--- src/design/frip_pkg.sv ---
// Package for the frame rotate / flip / invert block.
// Shared widths, register and transform codes, controller state and command types.
// No dependencies.
package frip_pkg;

  localparam int PIX_W      = 8;
  localparam int DIM_W      = 9;
  localparam int XF_W       = 3;
  localparam int CFG_IDX_W  = 3;
  localparam int CFG_DATA_W = 9;
  localparam int PRM_W      = 13;

  localparam logic [XF_W-1:0] XF_NONE   = 3'd0;
  localparam logic [XF_W-1:0] XF_ROT90  = 3'd1;
  localparam logic [XF_W-1:0] XF_ROT180 = 3'd2;
  localparam logic [XF_W-1:0] XF_ROT270 = 3'd3;
  localparam logic [XF_W-1:0] XF_MIRROR = 3'd4;

  localparam logic [CFG_IDX_W-1:0] CFG_TRANSFORM = 3'd0;
  localparam logic [CFG_IDX_W-1:0] CFG_INVERT    = 3'd1;
  localparam logic [CFG_IDX_W-1:0] CFG_MAXVAL    = 3'd2;
  localparam logic [CFG_IDX_W-1:0] CFG_WIDTH     = 3'd3;
  localparam logic [CFG_IDX_W-1:0] CFG_HEIGHT    = 3'd4;

  localparam logic REQ_READ      = 1'b1;
  localparam logic STS_OK        = 1'b0;
  localparam logic STS_NOT_READY = 1'b1;

  localparam logic [PIX_W-1:0] RST_MAXVAL = 8'd255;
  localparam logic [DIM_W-1:0] RST_WIDTH  = 9'd20;
  localparam logic [DIM_W-1:0] RST_HEIGHT = 9'd20;

  typedef enum logic [2:0] {
    ST_IDLE,
    ST_PREP,
    ST_DECIDE,
    ST_FETCH,
    ST_OUT
  } state_t;

  // controller -> datapath
  typedef struct packed {
    logic accept;
    logic prep;
    logic write_px;
    logic nack;
    logic advance;
    logic fetch;
    logic deliver;
  } cmd_t;

  // datapath -> controller
  typedef struct packed {
    logic is_read;
    logic loaded;
  } sts_t;

  // zero reads as one, anything above the limit as the limit
  function automatic logic [DIM_W-1:0] clamp_dim(input logic [DIM_W-1:0] v,
                                                 input logic [PRM_W-1:0] lim);
    logic [DIM_W-1:0] res;
    if (v == '0) begin
      res = DIM_W'(1);
    end else if (PRM_W'(v) > lim) begin
      res = lim[DIM_W-1:0];
    end else begin
      res = v;
    end
    return res;
  endfunction

endpackage

--- src/design/frip_ctrl.sv ---
// Controller state machine for the frame rotate / flip / invert block.
// Depends on frip_pkg (state_t, cmd_t, sts_t).
module frip_ctrl
  import frip_pkg::*;
(
  input  logic clk,
  input  logic rst_n,
  input  logic start,
  output logic busy,
  input  sts_t sts,
  output cmd_t cmd
);

  state_t state_r, state_nxt;

  always_ff @(posedge clk) begin
    if (!rst_n) begin
      state_r <= ST_IDLE;
    end else begin
      state_r <= state_nxt;
    end
  end

  always_comb begin
    state_nxt = state_r;
    unique case (state_r)
      ST_IDLE: begin
        if (start) state_nxt = ST_PREP;
      end
      ST_PREP:   state_nxt = ST_DECIDE;
      ST_DECIDE: begin
        if (sts.is_read && sts.loaded) begin
          state_nxt = ST_FETCH;
        end else begin
          state_nxt = ST_IDLE;
        end
      end
      ST_FETCH:  state_nxt = ST_OUT;
      ST_OUT:    state_nxt = ST_IDLE;
      default:   state_nxt = ST_IDLE;
    endcase
  end

  always_comb begin
    cmd  = '0;
    busy = 1'b1;
    unique case (state_r)
      ST_IDLE: begin
        busy       = 1'b0;
        cmd.accept = start;
      end
      ST_PREP:   cmd.prep = 1'b1;
      ST_DECIDE: begin
        cmd.write_px = !sts.is_read;
        cmd.nack     = sts.is_read && !sts.loaded;
        cmd.advance  = sts.is_read && sts.loaded;
      end
      ST_FETCH:  cmd.fetch = 1'b1;
      ST_OUT:    cmd.deliver = 1'b1;
      default:   busy = 1'b1;
    endcase
  end

endmodule

--- config.mk ---
export PLATFORM = sky130hd
export DESIGN_NAME = frip_ctrl
export DESIGN_NICKNAME = d
export VERILOG_FILES = /design/src/design/frip_pkg.sv /design/src/design/frip_ctrl.sv
export SDC_FILE = /design/constraint.sdc
export NUM_CORES = 1
export LEC_CHECK = 0
export ABC_CLOCK_PERIOD_IN_PS = 1050
export BUFFER_PORTS_ARGS = -buffer_cell sky130_fd_sc_hd__buf_2
export CAP_MARGIN = 10
export CORE_AREA = 4 4 41 43
export CTS_BUF_LIST = sky130_fd_sc_hd__clkbuf_8
export CTS_CLUSTER_DIAMETER = 50
export DETAILED_ROUTE_END_ITERATION = 10
export DIE_AREA = 0 0 45 47
export GPL_TIMING_DRIVEN = 1
export PLACE_DENSITY = 0.32
export SLEW_MARGIN = 20
export SYNTH_ARGS = -nofsm -noshare
export SYNTH_HDL_FRONTEND = slang
export SYNTH_SLANG_ARGS = --single-unit
export TNS_END_PERCENT = 5
--- constraint.sdc ---
create_clock -name clk -period 1.05 [get_ports clk]
set_input_delay 0 -clock clk [delete_from_list [all_inputs] [get_ports clk]]
set_output_delay 0 -clock clk [all_outputs]
set_load 0.03 [all_outputs]
---- Word level (Yosys, flattened, before mapping) ----
Index checks and enable logic that the tools add are counted.
storage, ports and cells
  register bits after elaboration ......... 3
  word-level logic and storage cells ...... 20
  output and inout bits ................... 8
  input port bits ......................... 5
cells by class
  reduce and logical (&&, ||, !) cells .... 5
  muxes and demuxes ....................... 9
  equality and inequality tests ........... 5
operator list
  operator                                                               count
  3-bit one-hot mux with 4 select lines                                  1
  3-bit by 2-bit equality test with 1-bit output, second input constant  2
  3-bit 2-to-1 mux                                                       2
  1-bit 2-to-1 mux                                                       5
  3-bit by 1-bit equality test with 1-bit output, second input constant  1
  3-bit equality test, second input constant                             1
  3-bit zero test                                                        1
  1-bit logical AND                                                      2
  1-bit zero test                                                        2
  2-bit 2-to-1 mux                                                       1
  2-bit inequality test, second input constant                           1

---- Logic depth before layout (Yosys ltp) ----
Gate-level depths: netlist of the first run.
  depth after elaboration ................. 3
  depth in mapped cells ................... 3
  gate-level depth less buffers ........... 2

---- Worst setup path after synthesis of the first run ----
Ideal clock, no wire load.
  kind .................................... register to output
  start point ............................. register state_r[0]
  end point ............................... output port cmd[3] (netlist bit)
  data required time ...................... 1.050 ns
  arrival ................................. 1.254 ns
  path slack .............................. -0.204 ns
  path buffers ............................ 1
  cell stages (with the launch flop) ...... 4
  cell sequence ........................... dfxtp_1 > buf_6 > or3b_1 > nor3b_2
RTL lines
  what                      line             source
  start: declaration        frip_ctrl.sv:14  state_t state_r, state_nxt;
  start signal: assignment  frip_ctrl.sv:20  state_r <= state_nxt;
  end: declaration          frip_ctrl.sv:11  output cmd_t cmd

==> impl_metrics.toml, run 1 <==
[place]
io_buffers = 12
gp_congestion = 0.699
dp_hpwl_um = 424

[layout]
drive_gt1_frac = 0.750
ff_latch_area_um2 = 63.8
largest-register = "state_r"
post-route-util = 0.314
multi_input_area_um2 = 160
largest_reg_flops = 3
final_cell_mix = "buf_4 (6), buf_6 (5), buf_2 (4)"
diodes = 0
area_delta_synth_final_pct = 115
reg_top3 = "state_r: 3 flops"
fill_cells = 147
nNetsFinal = 46
layout_commonest_cell = "buf_4"

[worst_setup_path]
worst-path-buf-inv = 1
critPathTopFamily = "simple AND/OR/NAND/NOR gates"
worstPathCellList = "or3b_4 -> nor3b_4 -> buf_6"
slowest_delay_ps = 430
cp.arrival_ps = 1280
startpoint_type = "flop"
slowest_stage = "or3b_4"
criticalPathCategory = "reg -> out"
worstPathMaxFanout = 3
worst_setup_path_end_kind = "primary output"
critPathRequiredTime_ps = 1050

[synthesis]
synth_top_area_share = 0.316
syn_area_um2 = 190
seq_area_frac_synth = 0.316
synth_compound_area_frac = 0.0789
yosysWarningCount = 0
synth-seq-cells = 3
synth_top_family_by_area = "simple AND/OR/NAND/NOR gates"
synth.top_cells.by_area = "dfxtp_1 (32%), nor3b_1 (7.9%), nand2b_1 (6.6%)"
syn_inst = 22
yosys.area_share.adder = 0
synth_nets = 27
syn_area_per_cell_um2 = 8.64
ys_types = 15
synth_area_leader_cell = "dfxtp_1"
synth_xor_area_frac = 0
synthSimpleGateAreaFrac = 0.546
synthMuxAreaShare = 0

[grt]
grt_pass1_wl_um = 924
grt_pass1_vias = 235
grt_use_met1 = 0.0703
antenna_found_initial = 0
overflow = 0
grt_util_met3 = 0.0115
top_usage_layer = "met2"
grt_max_degree = 10
met2_usage = 0.0960
grtUsageTotal = 0.0631

[detailed_routing]
vias = 239
detail-route-antenna-nets = 0
drc = 0
drt_iter0_drc = 0
drt_wl_total_um = 555
drt_first_pass_iters = 1
via_per_inst = 4.35
avgRoutedWirePerCell_um = 10.1

[floorplan]
io_pins = 13
num_rows = 13
die_area_um2 = 2120
start_util = 0.146
dieHeight_um = 47
core_um2 = 1300
die_x_um = 45

[sta]
timing.final.crit_share = 1.22
finClkSkew_ps = 1.93
finalWorstSetupSlack_ps = -229
finalHoldViolations = 0
final_max_slew_viol_count = 0
tightest_slew_ps = 197
slew_headroom = 0.868
grt_setup_unrepaired = "true"
period_needed_ps = 1280
setup_violations = 5
clock.fmax_mhz = 782

[power]
ir_worst_vdd_v = 0.000455
pwr-share-clk = 0.567
powerDensity_nw_per_um2 = 1400
p_comb_frac = 0.218
intPower_w = 0.000428
pwr-share-seq = 0.215
p_sw_w = 0.000147
power.leakage_nw = 0.190
p_sw_frac = 0.256
fin_total_pwr_w = 0.000574

[clock_network]
clk_transition_reported_paths_ps = 30
clock_sinks = 3
htreeDepth = 1
clk_latency_ps = 220
hold_buffers = 0
postCtsSetupRepairBufs = 0
numCtsBuffers = 3
cts_buffer_depth = 2
tritoncts = "done"
cts.root.buffer_cell = "clkbuf_8"

[job]
max-cap-violations = 0

[outcome]
outcome = "finished with violations"
violations = "setup timing"

[hold_path]
hp-class = "in -> reg"
## layer usage
layer / wire length (um) / up-vias
met1: 215 / 111
li1: - / 117
met4: 10 / 0
met3: 40 / 2
met5: 0 / -
met2: 288 / 9
## cell type report
type                    instances  area share
clock buffers                   3       0.101
clock inverters                 1     0.00917
multi-input cells              18       0.391
flip-flops and latches          3       0.156
well taps                      15      0.0459
repair buffers                 15       0.297
## timing repair
item,in CTS,in global routing
endpoints found under the setup margin,8,8
hold endpoints to repair,0,0
pin swaps,3,1
resized for setup,16,4
## power groups by stage
stage	clock (W)	sequential (W)	combinational (W)
2_1_floorplan	0	0.000126	0.0000666
3_3_place_gp	0	0.000124	0.0000991
3_5_place_dp	0	0.000124	0.000100
4_1_cts	0.000338	0.000123	0.000123
5_1_grt	0.000341	0.000125	0.000133
6_report	0.000326	0.000123	0.000125
## per-stage QoR
step,setup TNS [ps],worst slack [ps],instance area [um^2],std cells,hold WS [ps]
4_1_cts,-776,-238,398,55,71.3
3_3_place_gp,-72.7,-72.7,295,51,286
3_5_place_dp,-75.2,-75.2,295,51,297
5_1_grt,-961,-266,409,55,101
2_1_floorplan,-550,-131,205,22,45.6
6_report,-725,-229,409,55,68.2
## tightest hold or removal path: cells and delay by family
| family | cells | cell delay (ps) |
|---|---|---|
| AOI/OAI and AO/OA | 1 | 60 |
| buffers and inverters | 1 | 110 |
| and+or+nand+nor | 1 | 60 |
## cell families after synthesis
group           Yosys count
compound gates            2
flops                     3
buf+inv                   1
simple gates             16
## final timing paths
path,start,to,slack (ps),cells after the start
setup / recovery,state_r[0],cmd[3],-230,3
hold / removal,start,state_r[0],70,3
setup reg to reg,state_r[2],state_r[1],110,3
hold reg to reg,state_r[0],state_r[0],560,2
## cells in the mapped netlist
| library cell | n |
|---|---|
| a211oi_1 | 1 |
| and3b_1 | 1 |
| buf_6 | 1 |
| dfxtp_1 | 3 |
| nand2_1 | 2 |
| nand2b_1 | 2 |
| nand3_1 | 1 |
| nand4bb_1 | 1 |
| nor2_1 | 3 |
| nor3_1 | 1 |
| nor3b_1 | 2 |
| nor3b_2 | 1 |
| o31ai_1 | 1 |
| or3_1 | 1 |
| or3b_1 | 1 |
No activity file was read; power rests on OpenSTA's default activity.
==> run 2: changes to the inputs <==
--- a/config.mk
+++ b/config.mk
@@ -15,6 +15,8 @@
 export DIE_AREA = 0 0 45 47
 export GPL_TIMING_DRIVEN = 1
 export PLACE_DENSITY = 0.32
+export SETUP_SLACK_MARGIN = 0.2
+export SKIP_LAST_GASP = 1
 export SLEW_MARGIN = 20
 export SYNTH_ARGS = -nofsm -noshare
 export SYNTH_HDL_FRONTEND = slang
==> impl_metrics.toml, run 2 (synthesis results as in run 1) <==
[outcome]
outcome = "finished with violations"
violations = "setup timing"

[floorplan]
core_um2 = 1300
dieHeight_um = 47
io_pins = 13
start_util = 0.146
die_x_um = 45
num_rows = 13
die_area_um2 = 2120

[grt]
antenna_found_initial = 0
top_usage_layer = "met2"
grt_use_met1 = 0.0612
grt_pass1_wl_um = 855
grtUsageTotal = 0.0584
overflow = 0
met2_usage = 0.0904
grt_max_degree = 10
grt_util_met3 = 0.0115
grt_pass1_vias = 214

[place]
dpl.cell_count = 51
io_buffers = 12
gp_congestion = 0.699
dp_hpwl_um = 424

[hold_path]
min_path_cells = 3
hp-class = "in -> reg"
min_from = "rst_n"
min_to = "state_r[1]"

[worst_setup_path]
r2r-end = "state_r[1]"
slowest_stage = "or3b_4"
worstPathMaxFanout = 3
r2r_start = "state_r[2]"
worstPathCellList = "or3b_4 -> nor3b_4 -> buf_6"
startpoint_type = "flop"
cp.arrival_ps = 1270
criticalPathCategory = "reg -> out"
crit_start = "state_r[0]"
critPathRequiredTime_ps = 1050
worst_setup_path_end_kind = "primary output"
r2r_slack_ps = 90
ff2ff_path_depth = 3
slowest_delay_ps = 430

[layout]
drive_gt1_frac = 0.575
largest_reg_flops = 3
instances_no_fill = 55
post-route-util = 0.266
largest-register = "state_r"
layout_commonest_cell = "buf_2"
reg_top3 = "state_r: 3 flops"
final_cell_mix = "buf_2 (11), clkbuf_8 (3), buf_4 (3)"
nNetsFinal = 46
area_delta_synth_final_pct = 82.2
diodes = 0

[clock_network]
hold_buffers = 0
clk_transition_reported_paths_ps = 30
htreeDepth = 1
numCtsBuffers = 3
cts.root.buffer_cell = "clkbuf_8"
postCtsSetupRepairBufs = 0
cts_buffer_depth = 2
tritoncts = "done"
clk_latency_ps = 220
clock_sinks = 3

[detailed_routing]
avgRoutedWirePerCell_um = 9.60
drt_iter0_drc = 1
via_per_inst = 4.20
drc = 0
vias = 231
drt_wl_total_um = 528
detail-route-antenna-nets = 0
drt_first_pass_iters = 2

[sta]
setup_violations = 8
finalWorstSetupSlack_ps = -223
period_needed_ps = 1270
grt_setup_unrepaired = "true"
final_max_slew_viol_count = 0
finClkSkew_ps = 1.67
clock.fmax_mhz = 785
finalHoldViolations = 0
timing.hold.ws_ps = 77.1
tightest_slew_ps = 197
slew_headroom = 0.868
timing.final.crit_share = 1.21

[power]
powerDensity_nw_per_um2 = 1580
ir_worst_vdd_v = 0.000422
fin_total_pwr_w = 0.000549
power.leakage_nw = 0.174

[job]
max-cap-violations = 0
==> run 2: cell counts in the layout (fill, tap and decap cells not counted) <==
No cell type changed its count.
==> run 2: worst max-delay path by stage <==
stage	endpoint	slack [ps]	depth (start not counted)
6_report	cmd[3]	-220	3
3_3_place_gp	cmd[3]	-70	3
5_1_grt	cmd[3]	-270	3
4_1_cts	cmd[3]	-240	3
3_5_place_dp	cmd[3]	-80	3
2_1_floorplan	cmd[3]	-130	3
==> run 2: repair_timing <==
action                     CTS  global route
setup endpoints to repair   10            11
gates resized for setup      2             0
pin swaps                    2             0
==> run 2: critical path, delay by kind of cell, from the launching register on <==
family | cells | cell delay [ps]
flip-flops | 1 | 300
AND/OR/NAND/NOR | 2 | 610
buffers and inverters | 1 | 150
==> run 2: area by class of cell <==
class / count / area (um^2)
Tap cell: 15 / 18.8
Clock inverter: 1 / 3.75
Multi-Input combinational cell: 18 / 133
Clock buffer: 3 / 41.3
Sequential cell: 3 / 61.3
Fill cell: 157 / 955
Timing Repair Buffer: 15 / 88.8
==> run 2: where the power goes <==
| group | switching [W] | leakage (nW) | internal [W] |
|---|---|---|---|
| clock | 0.0000774 | 0.0269 | 0.000249 |
| combinational | 0.0000614 | 0.122 | 0.0000382 |
| sequential | 0.00000217 | 0.0249 | 0.000121 |
| total | 0.000141 | 0.174 | 0.000408 |
==> run 2: metal layers <==
layer  wire length (um)  vias to the layer above
met5                  0                        -
met4                 10                        0
met3                 47                        2
met2                254                        9
met1                215                      102
li1                   -                      118
==> run 2: through the flow <==
step                      instance area, um^2  setup slack [ps]  setup TNS [ps]
after floorplan                           205              -131            -550
after global placement                    295             -72.7           -72.7
after detailed placement                  295             -75.2           -75.2
after CTS                                 347              -238           -1040
after global routing                      347              -270           -1480
final                                     347              -223            -915
